<file path="src/rtl/lbfp_pkg.sv">
// ----------------------------------------------------------------------------
// lbfp_pkg
// Shared constants, codes and control structs of the bit field packer.
// ----------------------------------------------------------------------------
package lbfp_pkg;

  localparam int MAX_BYTES  = 65536;
  localparam int CNT_W      = $clog2(MAX_BYTES + 1);
  localparam int CAP_W      = 17;
  localparam int EXT_W      = (CNT_W > CAP_W) ? CNT_W : CAP_W;
  localparam int CHK_W      = EXT_W + 4;
  localparam int WIDE_LIMIT = 32;
  localparam int ACC_W      = 39;
  localparam int ADDR_W     = 3;

  localparam logic [CAP_W-1:0] CAP_RESET  = 17'd65536;
  localparam logic [7:0]       GROUP_MORE = 8'h80;

  typedef enum logic [1:0] {
    ACT_WRITE   = 2'd0,
    ACT_ALIGN   = 2'd1,
    ACT_VARINT  = 2'd2,
    ACT_RESTART = 2'd3
  } action_t;

  typedef enum logic [1:0] {
    ST_IDLE,
    ST_EXEC,
    ST_EMIT
  } state_t;

  typedef enum logic {
    REG_CAPACITY = 1'b0,
    REG_LIMIT    = 1'b1
  } reg_idx_t;

  typedef struct packed {
    logic [CAP_W-1:0] capacity;
    logic             limit_en;
  } cfg_t;

  typedef struct packed {
    logic latch;
    logic put;
    logic emit;
    logic align;
    logic restart;
  } cmd_t;

  typedef struct packed {
    action_t action;
    logic    count_zero;
    logic    put_ok;
    logic    put_emits;
    logic    partial_nz;
    logic    can_emit;
    logic    emit_done;
    logic    more;
    logic    overflow;
  } sts_t;

endpackage

</file>
<file path="src/rtl/lbfp_in_if.sv">
// ----------------------------------------------------------------------------
// lbfp_in_if
// Input channel: one packing action per transfer.
// ----------------------------------------------------------------------------
interface lbfp_in_if;
  logic                valid;
  logic                ready;
  lbfp_pkg::action_t   action;
  logic [63:0]         data_value;
  logic [5:0]          bit_count;

  modport source (output valid, action, data_value, bit_count, input ready);
  modport sink   (input valid, action, data_value, bit_count, output ready);
endinterface

</file>
<file path="src/rtl/lbfp_out_if.sv">
// ----------------------------------------------------------------------------
// lbfp_out_if
// Output channel: one packed byte per transfer.
// ----------------------------------------------------------------------------
interface lbfp_out_if;
  logic       valid;
  logic       ready;
  logic [7:0] out_byte;
  logic       last_of_item;
  logic       overflow;

  modport source (output valid, out_byte, last_of_item, overflow, input ready);
  modport sink   (input valid, out_byte, last_of_item, overflow, output ready);
endinterface

</file>
<file path="src/rtl/lbfp_regs.sv">
// ----------------------------------------------------------------------------
// lbfp_regs
// APB-style configuration registers: capacity and limit enable.
// ----------------------------------------------------------------------------
module lbfp_regs (
  input  logic                          clk,
  input  logic                          rst_n,
  input  logic                          psel,
  input  logic                          penable,
  input  logic                          pwrite,
  input  logic [lbfp_pkg::ADDR_W-1:0]   paddr,
  input  logic [31:0]                   pwdata,
  output logic [31:0]                   prdata,
  output logic                          pready,
  output lbfp_pkg::cfg_t                cfg
);

  logic [lbfp_pkg::CAP_W-1:0] cap_r;
  logic                       lim_r;
  logic                       wr_en;
  lbfp_pkg::reg_idx_t         idx;

  assign pready = 1'b1;
  assign wr_en  = psel && penable && pwrite;
  assign idx    = lbfp_pkg::reg_idx_t'(paddr[2]);

  always_ff @(posedge clk) begin
    if (!rst_n) begin
      cap_r <= lbfp_pkg::CAP_RESET;
      lim_r <= 1'b0;
    end else if (wr_en) begin
      unique case (idx)
        lbfp_pkg::REG_CAPACITY: cap_r <= pwdata[lbfp_pkg::CAP_W-1:0];
        lbfp_pkg::REG_LIMIT:    lim_r <= pwdata[0];
        default: ;
      endcase
    end
  end

  always_comb begin
    unique case (idx)
      lbfp_pkg::REG_CAPACITY: prdata = {{(32-lbfp_pkg::CAP_W){1'b0}}, cap_r};
      lbfp_pkg::REG_LIMIT:    prdata = {31'd0, lim_r};
      default:                prdata = 32'd0;
    endcase
  end

  assign cfg.capacity = cap_r;
  assign cfg.limit_en = lim_r;

endmodule

</file>
<file path="src/rtl/lbfp_ctrl.sv">
// ----------------------------------------------------------------------------
// lbfp_ctrl
// Sequencer: takes one action, runs its bit puts and byte emissions.
// ----------------------------------------------------------------------------
module lbfp_ctrl (
  input  logic            clk,
  input  logic            rst_n,
  input  logic            in_valid,
  output logic            in_ready,
  input  lbfp_pkg::sts_t  sts,
  output lbfp_pkg::cmd_t  cmd
);

  lbfp_pkg::state_t state_r;
  lbfp_pkg::state_t state_nxt;

  always_ff @(posedge clk) begin
    if (!rst_n) begin
      state_r <= lbfp_pkg::ST_IDLE;
    end else begin
      state_r <= state_nxt;
    end
  end

  always_comb begin
    state_nxt = state_r;
    cmd       = '0;
    in_ready  = 1'b0;
    unique case (state_r)
      lbfp_pkg::ST_IDLE: begin
        in_ready = 1'b1;
        if (in_valid) begin
          cmd.latch = 1'b1;
          state_nxt = lbfp_pkg::ST_EXEC;
        end
      end
      lbfp_pkg::ST_EXEC: begin
        unique case (sts.action)
          lbfp_pkg::ACT_WRITE: begin
            if (sts.count_zero) begin
              state_nxt = lbfp_pkg::ST_IDLE;
            end else begin
              cmd.put   = 1'b1;
              state_nxt = (sts.put_ok && sts.put_emits) ? lbfp_pkg::ST_EMIT
                                                        : lbfp_pkg::ST_IDLE;
            end
          end
          lbfp_pkg::ACT_VARINT: begin
            cmd.put   = 1'b1;
            state_nxt = sts.put_ok ? lbfp_pkg::ST_EMIT : lbfp_pkg::ST_IDLE;
          end
          lbfp_pkg::ACT_ALIGN: begin
            if (!sts.partial_nz) begin
              state_nxt = lbfp_pkg::ST_IDLE;
            end else if (sts.can_emit) begin
              cmd.align = 1'b1;
              state_nxt = lbfp_pkg::ST_IDLE;
            end
          end
          lbfp_pkg::ACT_RESTART: begin
            cmd.restart = 1'b1;
            state_nxt   = lbfp_pkg::ST_IDLE;
          end
          default: state_nxt = lbfp_pkg::ST_IDLE;
        endcase
      end
      lbfp_pkg::ST_EMIT: begin
        if (sts.can_emit) begin
          cmd.emit = 1'b1;
          if (sts.emit_done) begin
            state_nxt = sts.more ? lbfp_pkg::ST_EXEC : lbfp_pkg::ST_IDLE;
          end
        end
      end
      default: state_nxt = lbfp_pkg::ST_IDLE;
    endcase
  end

endmodule

</file>
<file path="src/rtl/lbfp_dp.sv">
// ----------------------------------------------------------------------------
// lbfp_dp
// Datapath: item latch, bit accumulator, capacity check, output register.
// ----------------------------------------------------------------------------
module lbfp_dp (
  input  logic                clk,
  input  logic                rst_n,
  input  lbfp_pkg::cfg_t      cfg,
  input  lbfp_pkg::cmd_t      cmd,
  output lbfp_pkg::sts_t      sts,
  input  lbfp_pkg::action_t   in_action,
  input  logic [63:0]         in_data_value,
  input  logic [5:0]          in_bit_count,
  input  logic                out_ready,
  output logic                out_valid,
  output logic [7:0]          out_byte,
  output logic                out_last,
  output logic                out_overflow
);

  localparam int CNT_W = lbfp_pkg::CNT_W;
  localparam int EXT_W = lbfp_pkg::EXT_W;
  localparam int CHK_W = lbfp_pkg::CHK_W;
  localparam int ACC_W = lbfp_pkg::ACC_W;

  lbfp_pkg::action_t  act_r;
  logic [63:0]        val_r;
  logic [5:0]         cnt_r;
  logic [ACC_W-1:0]   acc_r;
  logic [5:0]         tot_r;
  logic [6:0]         pbits_r;
  logic [2:0]         pcnt_r;
  logic [CNT_W-1:0]   bytes_r;
  logic               ovf_r;
  logic               last_put_r;
  logic               more_r;
  logic               ovalid_r;
  logic [7:0]         ob_r;
  logic               olast_r;
  logic               oovf_r;

  logic               is_var;
  logic               grp_final;
  logic [7:0]         grp;
  logic [5:0]         nbits;
  logic [32:0]        mask;
  logic [31:0]        fld;
  logic [EXT_W-1:0]   cap_ext;
  logic [EXT_W-1:0]   cap_c;
  logic [CHK_W-1:0]   lim;
  logic [CHK_W-1:0]   lhs;
  logic [CHK_W-1:0]   lhs_next;
  logic [CNT_W-1:0]   bytes_inc;
  logic               fail;
  logic               next_fail;
  logic               put_ok;
  logic [5:0]         put_tot;
  logic [ACC_W-1:0]   put_acc;
  logic [5:0]         tot_m8;
  logic               emit_done;
  logic               can_emit;

  assign is_var    = (act_r == lbfp_pkg::ACT_VARINT);
  assign grp_final = (val_r[63:7] == 57'd0);
  assign grp       = grp_final ? val_r[7:0] : (lbfp_pkg::GROUP_MORE | {1'b0, val_r[6:0]});
  assign nbits     = is_var ? 6'd8 : cnt_r;
  assign mask      = (33'd1 << nbits) - 33'd1;
  assign fld       = is_var ? {24'd0, grp} : (val_r[31:0] & mask[31:0]);

  assign cap_ext   = EXT_W'(cfg.capacity);
  assign cap_c     = (cap_ext > EXT_W'(lbfp_pkg::MAX_BYTES)) ? EXT_W'(lbfp_pkg::MAX_BYTES)
                                                              : cap_ext;
  assign lim       = CHK_W'({cap_c, 3'b000});
  assign bytes_inc = (bytes_r == CNT_W'(lbfp_pkg::MAX_BYTES)) ? bytes_r
                                                              : bytes_r + CNT_W'(1);
  assign lhs       = CHK_W'({bytes_r, 3'b000}) + CHK_W'(pcnt_r) + CHK_W'(nbits);
  assign lhs_next  = CHK_W'({bytes_inc, 3'b000}) + CHK_W'(pcnt_r) + CHK_W'(8);
  assign fail      = cfg.limit_en && (lhs > lim);
  assign next_fail = cfg.limit_en && (lhs_next > lim);
  assign put_ok    = !ovf_r && !fail;
  assign put_tot   = {3'd0, pcnt_r} + nbits;
  assign put_acc   = {32'd0, pbits_r} | ({7'd0, fld} << pcnt_r);

  assign tot_m8    = tot_r - 6'd8;
  assign emit_done = (tot_r < 6'd16);
  assign can_emit  = !ovalid_r || out_ready;

  always_ff @(posedge clk) begin
    if (cmd.latch) begin
      act_r <= in_action;
      val_r <= in_data_value;
      cnt_r <= (in_bit_count > 6'(lbfp_pkg::WIDE_LIMIT)) ? 6'(lbfp_pkg::WIDE_LIMIT)
                                                         : in_bit_count;
    end else if (cmd.put && put_ok && is_var) begin
      val_r <= val_r >> 7;
    end
    if (cmd.put && put_ok) begin
      acc_r      <= put_acc;
      tot_r      <= put_tot;
      last_put_r <= !is_var || grp_final || next_fail;
    end else if (cmd.emit) begin
      acc_r <= acc_r >> 8;
      tot_r <= tot_m8;
    end
    if (cmd.emit) begin
      ob_r    <= acc_r[7:0];
      olast_r <= emit_done && last_put_r;
      oovf_r  <= ovf_r;
    end else if (cmd.align) begin
      ob_r    <= {1'b0, pbits_r};
      olast_r <= 1'b1;
      oovf_r  <= ovf_r;
    end
  end

  always_ff @(posedge clk) begin
    if (!rst_n) begin
      pbits_r  <= '0;
      pcnt_r   <= '0;
      bytes_r  <= '0;
      ovf_r    <= 1'b0;
      more_r   <= 1'b0;
      ovalid_r <= 1'b0;
    end else begin
      if (cmd.emit || cmd.align) begin
        ovalid_r <= 1'b1;
      end else if (out_ready) begin
        ovalid_r <= 1'b0;
      end
      if (cmd.restart) begin
        pbits_r <= '0;
        pcnt_r  <= '0;
        bytes_r <= '0;
        ovf_r   <= 1'b0;
        more_r  <= 1'b0;
      end else if (cmd.put && !ovf_r) begin
        if (fail) begin
          ovf_r  <= 1'b1;
          more_r <= 1'b0;
        end else begin
          more_r <= is_var && !grp_final;
          if (put_tot < 6'd8) begin
            pbits_r <= put_acc[6:0];
            pcnt_r  <= put_tot[2:0];
          end
        end
      end else if (cmd.emit) begin
        bytes_r  <= bytes_inc;
        if (emit_done) begin
          pbits_r <= acc_r[14:8];
          pcnt_r  <= tot_m8[2:0];
        end
      end else if (cmd.align) begin
        bytes_r  <= bytes_inc;
        pbits_r  <= '0;
        pcnt_r   <= '0;
      end
    end
  end

  assign sts.action     = act_r;
  assign sts.count_zero = (cnt_r == 6'd0);
  assign sts.put_ok     = put_ok;
  assign sts.put_emits  = (put_tot >= 6'd8);
  assign sts.partial_nz = (pcnt_r != 3'd0);
  assign sts.can_emit   = can_emit;
  assign sts.emit_done  = emit_done;
  assign sts.more       = more_r;
  assign sts.overflow   = ovf_r;

  assign out_valid    = ovalid_r;
  assign out_byte     = ob_r;
  assign out_last     = olast_r;
  assign out_overflow = oovf_r;

endmodule

</file>
<file path="src/rtl/lsb_first_bit_field_packer.sv">
// ----------------------------------------------------------------------------
// lsb_first_bit_field_packer
// Packs bit fields LSB first into a byte stream, with LEB128 varints.
// ----------------------------------------------------------------------------
// in_ch carries one action per transfer: write bits, align, varint, restart.
// out_ch carries each completed byte; last_of_item marks the final byte of
// an action, overflow shows the sticky flag at emission. An action that
// completes no byte gives no transfer on out_ch.
// cfg_* is an APB-style port: capacity at address 0, limit enable at 4.
// One action is in flight at a time. The action is latched in the accept
// cycle and decoded in the next one; a bit write is put into the
// accumulator, then each byte it completes is emitted. A varint runs a
// capacity check and put, then a byte out, for each 7-bit group. Align
// and restart finish in the decode step. The output register takes one
// byte per cycle while out_ch.ready is high. The first byte is put, then
// emitted into the output register; an align writes it when decoded.
// When out_ch.ready is low, the output register holds its byte and the
// sequencer waits; in_ch.ready stays low until the action is finished.
// Reset (rst_n low, synchronous) clears the position, byte count and
// overflow flag, empties the output register and restores capacity 65536
// with the limit off.
// ----------------------------------------------------------------------------
module lsb_first_bit_field_packer (
  input  logic                         clk,
  input  logic                         rst_n,
  lbfp_in_if.sink                      in_ch,
  lbfp_out_if.source                   out_ch,
  input  logic                         cfg_psel,
  input  logic                         cfg_penable,
  input  logic                         cfg_pwrite,
  input  logic [lbfp_pkg::ADDR_W-1:0]  cfg_paddr,
  input  logic [31:0]                  cfg_pwdata,
  output logic [31:0]                  cfg_prdata,
  output logic                         cfg_pready
);

  lbfp_pkg::cfg_t cfg;
  lbfp_pkg::cmd_t cmd;
  lbfp_pkg::sts_t sts;
  logic           in_ready;

  lbfp_regs u_regs (
    .clk     (clk),
    .rst_n   (rst_n),
    .psel    (cfg_psel),
    .penable (cfg_penable),
    .pwrite  (cfg_pwrite),
    .paddr   (cfg_paddr),
    .pwdata  (cfg_pwdata),
    .prdata  (cfg_prdata),
    .pready  (cfg_pready),
    .cfg     (cfg)
  );

  lbfp_ctrl u_ctrl (
    .clk      (clk),
    .rst_n    (rst_n),
    .in_valid (in_ch.valid),
    .in_ready (in_ready),
    .sts      (sts),
    .cmd      (cmd)
  );

  lbfp_dp u_dp (
    .clk           (clk),
    .rst_n         (rst_n),
    .cfg           (cfg),
    .cmd           (cmd),
    .sts           (sts),
    .in_action     (in_ch.action),
    .in_data_value (in_ch.data_value),
    .in_bit_count  (in_ch.bit_count),
    .out_ready     (out_ch.ready),
    .out_valid     (out_ch.valid),
    .out_byte      (out_ch.out_byte),
    .out_last      (out_ch.last_of_item),
    .out_overflow  (out_ch.overflow)
  );

  assign in_ch.ready = in_ready;

`ifndef SYNTHESIS
  a_emit_room: assert property (@(posedge clk) disable iff (!rst_n)
    (cmd.emit || cmd.align) |-> sts.can_emit)
    else $error("byte emitted while output register is full");

  a_one_item: assert property (@(posedge clk) disable iff (!rst_n)
    cmd.latch |=> !in_ch.ready)
    else $error("new transfer taken while an action is in flight");

  a_ovf_source: assert property (@(posedge clk) disable iff (!rst_n)
    $rose(sts.overflow) |-> $past(cmd.put))
    else $error("overflow set without a bit put");
`endif

endmodule
</file>
<file path="src/flat_wrapper.sv">
// flat-port wrapper written by rule: the top's interface ports become plain ports
module lsb_first_bit_field_packer_flat 
  (clk, rst_n, cfg_psel, cfg_penable, cfg_pwrite, cfg_paddr, cfg_pwdata, cfg_prdata, cfg_pready, in_ch_valid, in_ch_action, in_ch_data_value, in_ch_bit_count, in_ch_ready, out_ch_valid, out_ch_out_byte, out_ch_last_of_item, out_ch_overflow, out_ch_ready);
  lbfp_in_if in_ch_i ();
  lbfp_out_if out_ch_i ();
  input  logic clk;
  input  logic rst_n;
  input  logic cfg_psel;
  input  logic cfg_penable;
  input  logic cfg_pwrite;
  input  logic [lbfp_pkg::ADDR_W-1:0] cfg_paddr;
  input  logic [31:0] cfg_pwdata;
  output logic [31:0] cfg_prdata;
  output logic cfg_pready;
  input wire logic [$bits(in_ch_i.valid)-1:0] in_ch_valid;
  input wire logic [$bits(in_ch_i.action)-1:0] in_ch_action;
  input wire logic [$bits(in_ch_i.data_value)-1:0] in_ch_data_value;
  input wire logic [$bits(in_ch_i.bit_count)-1:0] in_ch_bit_count;
  output wire logic [$bits(in_ch_i.ready)-1:0] in_ch_ready;
  output wire logic [$bits(out_ch_i.valid)-1:0] out_ch_valid;
  output wire logic [$bits(out_ch_i.out_byte)-1:0] out_ch_out_byte;
  output wire logic [$bits(out_ch_i.last_of_item)-1:0] out_ch_last_of_item;
  output wire logic [$bits(out_ch_i.overflow)-1:0] out_ch_overflow;
  input wire logic [$bits(out_ch_i.ready)-1:0] out_ch_ready;
  assign in_ch_i.valid = in_ch_valid;
  assign in_ch_i.action = in_ch_action;
  assign in_ch_i.data_value = in_ch_data_value;
  assign in_ch_i.bit_count = in_ch_bit_count;
  assign in_ch_ready = in_ch_i.ready;
  assign out_ch_valid = out_ch_i.valid;
  assign out_ch_out_byte = out_ch_i.out_byte;
  assign out_ch_last_of_item = out_ch_i.last_of_item;
  assign out_ch_overflow = out_ch_i.overflow;
  assign out_ch_i.ready = out_ch_ready;
  lsb_first_bit_field_packer u_core (.clk(clk), .rst_n(rst_n), .in_ch(in_ch_i), .out_ch(out_ch_i), .cfg_psel(cfg_psel), .cfg_penable(cfg_penable), .cfg_pwrite(cfg_pwrite), .cfg_paddr(cfg_paddr), .cfg_pwdata(cfg_pwdata), .cfg_prdata(cfg_prdata), .cfg_pready(cfg_pready));
endmodule
</file>
<file path="config.mk">
export PLATFORM = sky130hd
export DESIGN_NAME = lsb_first_bit_field_packer_flat
export DESIGN_NICKNAME = d
export VERILOG_FILES = /design/src/rtl/lbfp_pkg.sv /design/src/rtl/lbfp_in_if.sv /design/src/rtl/lbfp_out_if.sv /design/src/rtl/lbfp_regs.sv /design/src/rtl/lbfp_ctrl.sv /design/src/rtl/lbfp_dp.sv /design/src/rtl/lsb_first_bit_field_packer.sv /design/src/flat_wrapper.sv
export SDC_FILE = /design/constraint.sdc
export NUM_CORES = 1
export LEC_CHECK = 0
export ABC_AREA = 1
export BUFFER_PORTS_ARGS = -buffer_cell sky130_fd_sc_hd__buf_2
export CAP_MARGIN = 20
export CORE_MARGIN = 5
export CORE_UTILIZATION = 54
export CTS_BUF_LIST = sky130_fd_sc_hd__clkbuf_4 sky130_fd_sc_hd__clkbuf_8
export CTS_CLUSTER_SIZE = 20
export DETAILED_ROUTE_END_ITERATION = 16
export GPL_ROUTABILITY_DRIVEN = 0
export PLACE_DENSITY = 0.74
export SYNTH_ARGS = -nofsm -noshare
export SYNTH_HDL_FRONTEND = slang
export SYNTH_SLANG_ARGS = --single-unit
</file>
<file path="constraint.sdc">
create_clock -name clk -period 10.2 [get_ports clk]
set_input_delay 1.02 -clock clk [delete_from_list [all_inputs] [get_ports clk]]
set_output_delay 1.02 -clock clk [all_outputs]
set_load 0.02 [all_outputs]
</file>
==> PnR_summary.wiki, run 1 <==
{| class="wikitable"
! Metric !! Value
|-
| Average wire per cell in the routed design || 15.6 um
|-
| Most used flip-flop cell after synthesis || sky130_fd_sc_hd__edfxtp_1
|-
| Setup Skew || between 15 and 20 ps
|-
| Area share of the largest cell type after synthesis || between 30% and 40%
|-
| Number of buffer cells added on primary ports || 125
|-
| Top-level I/O count || 159
|-
| Fraction of registers with async set/reset || 0%
|-
| Core Area || 0.0225 mm^2
|-
| Pins over their slew limit || 0
|-
| Storage element area || 0.00484 mm^2
|-
| HPWL after detailed placement || ~25 mm
|-
| Number of violations reported at the end of detailed-routing iteration 0 || 1243
|-
| Clock slew seen by the registers of the worst setup and hold paths || 100 ps
|-
| Most frequent standard cell in the layout excluding fill and tap cells || sky130_fd_sc_hd__nand2_1
|-
| WL final || 32.5 mm
|-
| Number of max-capacitance violations reported || 0
|-
| Setup bufs post-CTS || 0
|-
| Portion of the clock cycle consumed by the worst path in the final layout || 59.6%
|-
| First-pass GRT wire length || roughly 53 mm
|-
| Residual DRC count || 0
|-
| Worst endpoint data arrival time || 6210 ps
|-
| Worst Setup Start Kind || flip-flop
|-
| Yosys reg bits || 178
|-
| Normalized max-slew margin || approximately 34%
|-
| Number of buffers added by the clock tree synthesis step || 17
|-
| Area contributors post-synth || sky130_fd_sc_hd__edfxtp_1, sky130_fd_sc_hd__nand2_1, sky130_fd_sc_hd__nand3_1
|-
| Max VDD drop || 0.106 mV
|-
| Final antenna-violating net count || 0
|-
| DR vias || roughly 12000
|-
| Peak Freq || 164 MHz
|-
| Sequential-to-total area share from yosys stat || between 30 and 40%
|-
| Uppermost layer routed || met5
|-
| Power density over the cells || 152 mW/mm^2
|-
| Post-synthesis instance area || 0.0123 mm^2
|-
| Routed length on met1 || between 10 and 15 mm
|-
| Horiz. Die Dim || 161 um
|-
| Worst-Skew Late Latency || 480 ps
|-
| Cell count after synthesis || between 1500 and 2000
|-
| Count of flip-flops with a built-in enable after synthesis || 128
|-
| Level count of the clock H-tree || 4
|-
| Hold WS || 473 ps
|-
| Number of antenna violations at the first check in global routing || 1
|-
| Number of rows created at floorplan || 55
|-
| Routed via count divided by cell count || 5.58
|-
| Least-Margin Pin Slew || about 1000 ps
|-
| Wire length on met3 || 2.64 mm
|-
| TritonCTS clock tree || yes
|-
| Net count, final || 1941
|-
| Placed Instance Area || 0.0130 mm^2
|-
| Final setup violating endpoints || 0
|-
| Time the worst path needs with I/O delays and setup || approximately 6100 ps
|-
| Post-CTS Resized || 0
|-
| Average footprint of a synthesized cell || 7.22 um^2
|-
| Commonest cells after routing, fill and taps aside || sky130_fd_sc_hd__nand2_1, sky130_fd_sc_hd__nand3_1, sky130_fd_sc_hd__nor2_1
|-
| Total grt overflow || 0
|-
| Total routing resource utilization after global routing || between 20% and 30%
|-
| Cell type contributing the most total cell area after synthesis || sky130_fd_sc_hd__edfxtp_1
|-
| Peak fanout along the critical path || 53
|-
| Number of global-route vias before repair || 10700
|-
| Final-layout setup total negative slack || 0 ps
|-
| P&R area growth vs syn || 8.90%
|-
| Share of final-layout standard cells stronger than drive strength 1 || 11.5%
|-
| Worst min path class || reg -> reg
|-
| Total Die Area || about 0.026 mm^2
|-
| Root buf cell || sky130_fd_sc_hd__clkbuf_8
|-
| Total area of multi-input combinational cells || approximately 0.0064 mm^2
|-
| Final standard cell area without fillers || 0.0134 mm^2
|-
| Maximum number of pins on one net before global-route repair || 73
|-
| Required time at the worst-slack endpoint || around 10000 ps
|-
| Met2 wirelength from detailed routing || roughly 15 mm
|-
| Die boundary height || ~160 um
|-
| Number of sinks on the clock net || 178
|-
| Kind of critical path || reg -> reg
|-
| Distinct cell type count after synthesis || 51
|-
| RSZ-0062 raised after global routing || false
|-
| Filler cell count || 2074
|-
| Yosys warning total || 0
|-
| Outcome || completed
|-
| Number of buffers between clock root and the deepest sink || 2
|-
| Number of hold-repair buffers added at the cts stage || 0
|-
| Number of antenna repair diodes || 0
|-
| Leakage power figure || 6.26 nW
|-
| Effective utilization at floorplan || 54.5%
|-
| Nature of the critical path endpoint || flip-flop
|-
| Final Hold Vio Count || 0
|-
| Detailed-router iteration count before antenna repair || 6
|}
[worst paths after layout]
| path | startpoint | end | slack (ps) | depth (start not counted) |
|---|---|---|---|---|
| max | u_core.u_dp.act_r[1]$_DFFE_PP_ | u_core.u_dp.val_r[46]$_DFFE_PP_ | 4120 | 27 |
| max reg2reg | u_core.u_dp.act_r[1]$_DFFE_PP_ | u_core.u_dp.val_r[46]$_DFFE_PP_ | 4120 | 27 |
| min reg2reg | u_core.u_dp.pbits_r[1]$_SDFFE_PP0P_ | u_core.u_dp.pbits_r[1]$_SDFFE_PP0P_ | 470 | 2 |
| min | u_core.u_dp.pbits_r[1]$_SDFFE_PP0P_ | u_core.u_dp.pbits_r[1]$_SDFFE_PP0P_ | 470 | 2 |
[per-stage QoR]
| stage | setup slack [ps] | total power, mW | std cells | utilization, % |
|---|---|---|---|---|
| CTS | 4150 | 2.03 | 2080 | 59.4 |
| finish | 4120 | 2.03 | 2080 | 59.4 |
| detailed placement | 4170 | 1.54 | 2048 | 57.6 |
| global route | 3600 | 2.15 | 2080 | 59.4 |
| global placement | 4320 | 1.53 | 2048 | 57.6 |
| floorplan | 1440 | 1.39 | 1712 | - |
[cell usage after synthesis (all sizes together) (7+ instances only)]
cell type    n
xor2        47
buf         47
o21ai       93
nor4        14
nand2      494
ha          45
nor3        22
dfxtp       50
nand3      204
clkbuf      36
o21bai       7
edfxtp     128
nor2       182
a21oi       69
nand4       57
inv        170
[metal layers]
layer  vias to the layer above  GRT usage, %
met3                        86          4.39
met2                       483          39.6
li1                       5786             -
met1                      5244          34.5
met5                         -             0
met4                         2          8.69
[cells by family after synthesis]
group	synth area share, %
buffers and inverters	8.74
multiplexers	0.0816
adder cells (fa/ha/maj)	4.59
flip-flops	39.5
AND/OR/NAND/NOR	35.2
XOR/XNOR	3.77
AO/OA/AOI/OAI	8.07
other	0.0612
[cell type report]
type	instances	share of cell area (%)
clock inverter	15	1.23
sequential	178	36.3
timing repair buffer	134	5.19
inverter	171	4.84
multi-input combinational	1280	48.0
clock buffer	17	1.75
tap	285	2.67
[report_power, final]
part	leakage, nW	switching, mW	internal [mW]
clock	0.204	0.315	0.186
combinational	4.43	0.410	0.188
sequential	1.63	0.0556	0.880
[worst max-delay path: stages (launching register included)]
cell and delay (ps):
sky130_fd_sc_hd__edfxtp_1 580, sky130_fd_sc_hd__nand2_8 240, sky130_fd_sc_hd__nand2_1 410, sky130_fd_sc_hd__ha_1 480
sky130_fd_sc_hd__a21o_1 120, sky130_fd_sc_hd__inv_1 30, sky130_fd_sc_hd__nand2_1 110, sky130_fd_sc_hd__a21oi_1 90
sky130_fd_sc_hd__o21bai_1 250, sky130_fd_sc_hd__nand2_1 130, sky130_fd_sc_hd__nor2_1 260, sky130_fd_sc_hd__nand2_1 110
sky130_fd_sc_hd__xor2_1 270, sky130_fd_sc_hd__ha_1 300, sky130_fd_sc_hd__nand2_1 110, sky130_fd_sc_hd__inv_1 70
sky130_fd_sc_hd__a21oi_1 140, sky130_fd_sc_hd__nand4_1 120, sky130_fd_sc_hd__nand2_1 70, sky130_fd_sc_hd__nand2_1 40
sky130_fd_sc_hd__nand2_1 50, sky130_fd_sc_hd__nand2_1 40, sky130_fd_sc_hd__nand2_1 60, sky130_fd_sc_hd__nand2_1 90
sky130_fd_sc_hd__nand2_2 80, sky130_fd_sc_hd__nand2_4 280, sky130_fd_sc_hd__o21ai_4 520, sky130_fd_sc_hd__buf_4 620
[flip-flops by register name, summed over array words and instances, names as in the netlist]
name,flops
u_core.u_regs.lim_r,1
u_core.u_dp.out_overflow,1
u_core.u_dp.ovf_r,1
u_core.u_ctrl.state_r,2
u_core.u_dp.pcnt_r,3
u_core.u_dp.act_r,2
u_core.u_dp.out_valid,1
u_core.u_dp.out_byte,8
u_core.u_dp.val_r,64
u_core.u_dp.cnt_r,6
u_core.u_dp.tot_r,6
u_core.u_dp.last_put_r,1
u_core.u_dp.acc_r,39
u_core.u_dp.out_last,1
u_core.u_dp.more_r,1
u_core.u_dp.pbits_r,7
u_core.u_regs.cap_r,17
u_core.u_dp.bytes_r,17
Note: power is estimated with default switching activity, not from simulation.
==> run 2: changes to the inputs <==
- clock period: 10.2 -> 6 ns (I/O delays scaled with it)
==> run 2 against run 1 <==
Against the previous run:
- setup slack lost 3400 ps
- critical path depth grew 2
- highest routed layer unchanged
- combinational power grew 71%
- clock-buffer cell count grew 1
- maximum frequency grew 14%
- register-to-register slack lost 3400 ps
- sequential power grew 70%
==> PnR_summary.wiki, run 2 (same netlist as run 1, synthesis figures left out) <==
{| class="wikitable"
! Metric !! Value
|-
| Number of rows created at floorplan || 55 (unchanged)
|-
| Routing usage on met3 || 3.87% (was 4.39%)
|-
| Top-level I/O count || 159 (unchanged)
|-
| Commonest cells after routing, fill and taps aside || sky130_fd_sc_hd__nand2_1, sky130_fd_sc_hd__nand3_1, sky130_fd_sc_hd__nor2_1 (unchanged)
|-
| Portion of the clock cycle consumed by the worst path in the final layout || 88.7% (was 59.6%)
|-
| Peak fanout along the critical path || 19 (was 53)
|-
| Net count, final || 1946 (was 1941)
|-
| Source of the worst register-to-register timing path || u_core.u_dp.act_r[1]$_DFFE_PP_ (unchanged)
|-
| Crit-path slowest cell || sky130_fd_sc_hd__edfxtp_1 (was sky130_fd_sc_hd__buf_4)
|-
| Global-route track usage on met1 || 35.0% (was 34.5%)
|-
| Horiz. Die Dim || 161 um (unchanged)
|-
| Setup Skew || 20.7 ps (was 18.1 ps)
|-
| Number of buffers between clock root and the deepest sink || 2 (unchanged)
|-
| Final setup violating endpoints || 0 (unchanged)
|-
| Worst path bufs/invs || 3 (unchanged)
|-
| Number of sinks on the clock net || 178 (unchanged)
|-
| Setup crit start || u_core.u_dp.act_r[1]$_DFFE_PP_ (unchanged)
|-
| Final-layout setup total negative slack || 0 ps (unchanged)
|-
| Number of flip-flops under the largest register name || 64 (unchanged)
|-
| Filler cell count || 2068 (was 2074)
|-
| Effective utilization at floorplan || 54.5% (unchanged)
|-
| Core Area || 0.0225 mm^2 (unchanged)
|-
| RSZ-0062 raised after global routing || false (unchanged)
|-
| Share of final-layout standard cells stronger than drive strength 1 || 11.7% (was 11.5%)
|-
| Average wire per cell in the routed design || 15.7 um (was 15.6 um)
|-
| Min-Delay Startpoint || in_ch_action[1] (was u_core.u_dp.pbits_r[1]$_SDFFE_PP0P_)
|-
| Detailed-router iteration count before antenna repair || 6 (unchanged)
|-
| Number of buffers added by the clock tree synthesis step || 17 (unchanged)
|-
| Root buf cell || sky130_fd_sc_hd__clkbuf_8 (unchanged)
|-
| DR vias || 11600 (about the same)
|-
| First-pass GRT wire length || 53.4 mm (was 52.8 mm)
|-
| Post-layout power || 3.50 mW (was 2.03 mW)
|-
| Final antenna-violating net count || 0 (unchanged)
|-
| Number of global-route vias before repair || 10700 (about the same)
|-
| Most frequent CP cell || sky130_fd_sc_hd__nand2_1 (unchanged)
|-
| Number of max-capacitance violations reported || 0 (unchanged)
|-
| HPWL after detailed placement || 24.9 mm (was 24.5 mm)
|-
| Path depth of the worst reg2reg path || 29 (was 27)
|-
| Pins over their slew limit || 0 (unchanged)
|-
| Least-Margin Pin Slew || 1020 ps (was 983 ps)
|-
| WL final || 32.8 mm (was 32.5 mm)
|-
| Routed via count divided by cell count || 5.54 (was 5.58)
|-
| Worst min path class || in -> reg (was reg -> reg)
|-
| Final Hold Vio Count || 0 (unchanged)
|-
| Most frequent standard cell in the layout excluding fill and tap cells || sky130_fd_sc_hd__nand2_1 (unchanged)
|-
| Total Die Area || 0.0258 mm^2 (unchanged)
|-
| Largest registers || u_core.u_dp.val_r x64, u_core.u_dp.acc_r x39 (unchanged)
|-
| Setup bufs post-CTS || 0 (unchanged)
|-
| Number of cells traversed by the worst hold path || 1 (was 2)
|-
| End point of the most critical hold path || u_core.u_dp.act_r[1]$_DFFE_PP_ (was u_core.u_dp.pbits_r[1]$_SDFFE_PP0P_)
|-
| Residual DRC count || 0 (unchanged)
|-
| Normalized max-slew margin || 31.5% (was 34.1%)
|-
| Worst endpoint data arrival time || 5650 ps (was 6210 ps)
|-
| Maximum cell stage delay along the critical path || 570 ps (was 620 ps)
|-
| Number of violations reported at the end of detailed-routing iteration 0 || 1203 (was 1243)
|-
| P&R area growth vs syn || 9.45% (was 8.90%)
|-
| Maximum number of pins on one net before global-route repair || 73 (unchanged)
|-
| Worst flop-to-flop path endpoint || u_core.u_dp.acc_r[11]$_DFFE_PP_ (was u_core.u_dp.val_r[46]$_DFFE_PP_)
|-
| Die boundary height || 161 um (unchanged)
|-
| Max VDD drop || 0.143 mV (was 0.106 mV)
|-
| Leakage power figure || 6.29 nW (was 6.26 nW)
|-
| Kind of critical path || reg -> reg (unchanged)
|-
| Clock slew seen by the registers of the worst setup and hold paths || 100 ps (about the same)
|-
| Total routing resource utilization after global routing || 25.1% (was 24.9%)
|-
| Peak Freq || 188 MHz (was 164 MHz)
|-
| GR met2 Demand/Resource || 40.6% (was 39.6%)
|-
| Level count of the clock H-tree || 4 (unchanged)
|-
| Number of buffer cells added on primary ports || 125 (unchanged)
|-
| Power density over the cells || 261 mW/mm^2 (was 152 mW/mm^2)
|-
| Required time at the worst-slack endpoint || 6330 ps (was 10330 ps)
|-
| Crit-path leading delay family || simple AND/OR/NAND/NOR gates (unchanged)
|-
| TritonCTS clock tree || yes (unchanged)
|-
| Total grt overflow || 0 (unchanged)
|-
| Number of hold-repair buffers added at the cts stage || 0 (unchanged)
|-
| Internal reg-to-reg setup slack || 680 ps (was 4120 ps)
|-
| Time the worst path needs with I/O delays and setup || 5320 ps (was 6080 ps)
|-
| Register name with the most flops || u_core.u_dp.val_r (unchanged)
|-
| Nature of the critical path endpoint || flip-flop (unchanged)
|-
| Post-CTS Resized || 0 (unchanged)
|-
| Outcome || completed (unchanged)
|-
| Worst Setup Start Kind || flip-flop (unchanged)
|-
| Number of antenna violations at the first check in global routing || 2 (was 1)
|-
| Worst-Skew Late Latency || 480 ps (about the same)
|-
| Peak-usage layer in the global routing report || met2 (unchanged)
|}
[run 2: area by class of cell]
type	instances	area, um^2	area share, %
Inverter	171	647	4.82
Clock buffer	18	241	1.80
Tap cell	285	357	2.66
Sequential cell	178	4840	36.1
Clock inverter	14	171	1.28
Multi-Input combinational cell	1280	6420	47.8
Timing Repair Buffer	139	743	5.54
Antenna cell	1	2.50	0.0186
[run 2: power by group]
part / internal, mW / switching, mW
Combinational: 0.325 / 0.700
Clock: 0.390 / 0.498
Sequential: 1.50 / 0.0945
Total: 2.21 / 1.29
[run 2: how the worst max path moves through the flow]
stage,end,cells past startpoint
after floorplan,u_core.u_dp.val_r[0]$_DFFE_PP_,29
after global placement,u_core.u_dp.acc_r[29]$_DFFE_PP_,29
after detailed placement,u_core.u_dp.acc_r[29]$_DFFE_PP_,29
after CTS,u_core.u_dp.acc_r[11]$_DFFE_PP_,29
after global routing,u_core.u_dp.acc_r[7]$_DFFE_PP_,29
final,u_core.u_dp.acc_r[11]$_DFFE_PP_,29
[run 2: layer usage]
metal / part of all wire (%) / wire [um]
met5: 0.040 / 13
met4: 2.4 / 777
met3: 7.4 / 2430
met2: 46 / 15100
met1: 44 / 14400
[run 2: per-stage QoR]
| stage | std cells | instance area, um^2 | hold WS [ps] | setup slack [ps] | utilization (%) |
|---|---|---|---|---|---|
| after floorplan | 1712 | 12300 | 431 | 193 | - |
| after global placement | 2053 | 13000 | 453 | 885 | 57.8 |
| after detailed placement | 2053 | 13000 | 457 | 796 | 57.8 |
| after CTS | 2085 | 13400 | 280 | 746 | 59.6 |
| after global routing | 2086 | 13400 | 277 | 185 | 59.7 |
| final | 2086 | 13400 | 301 | 676 | 59.7 |
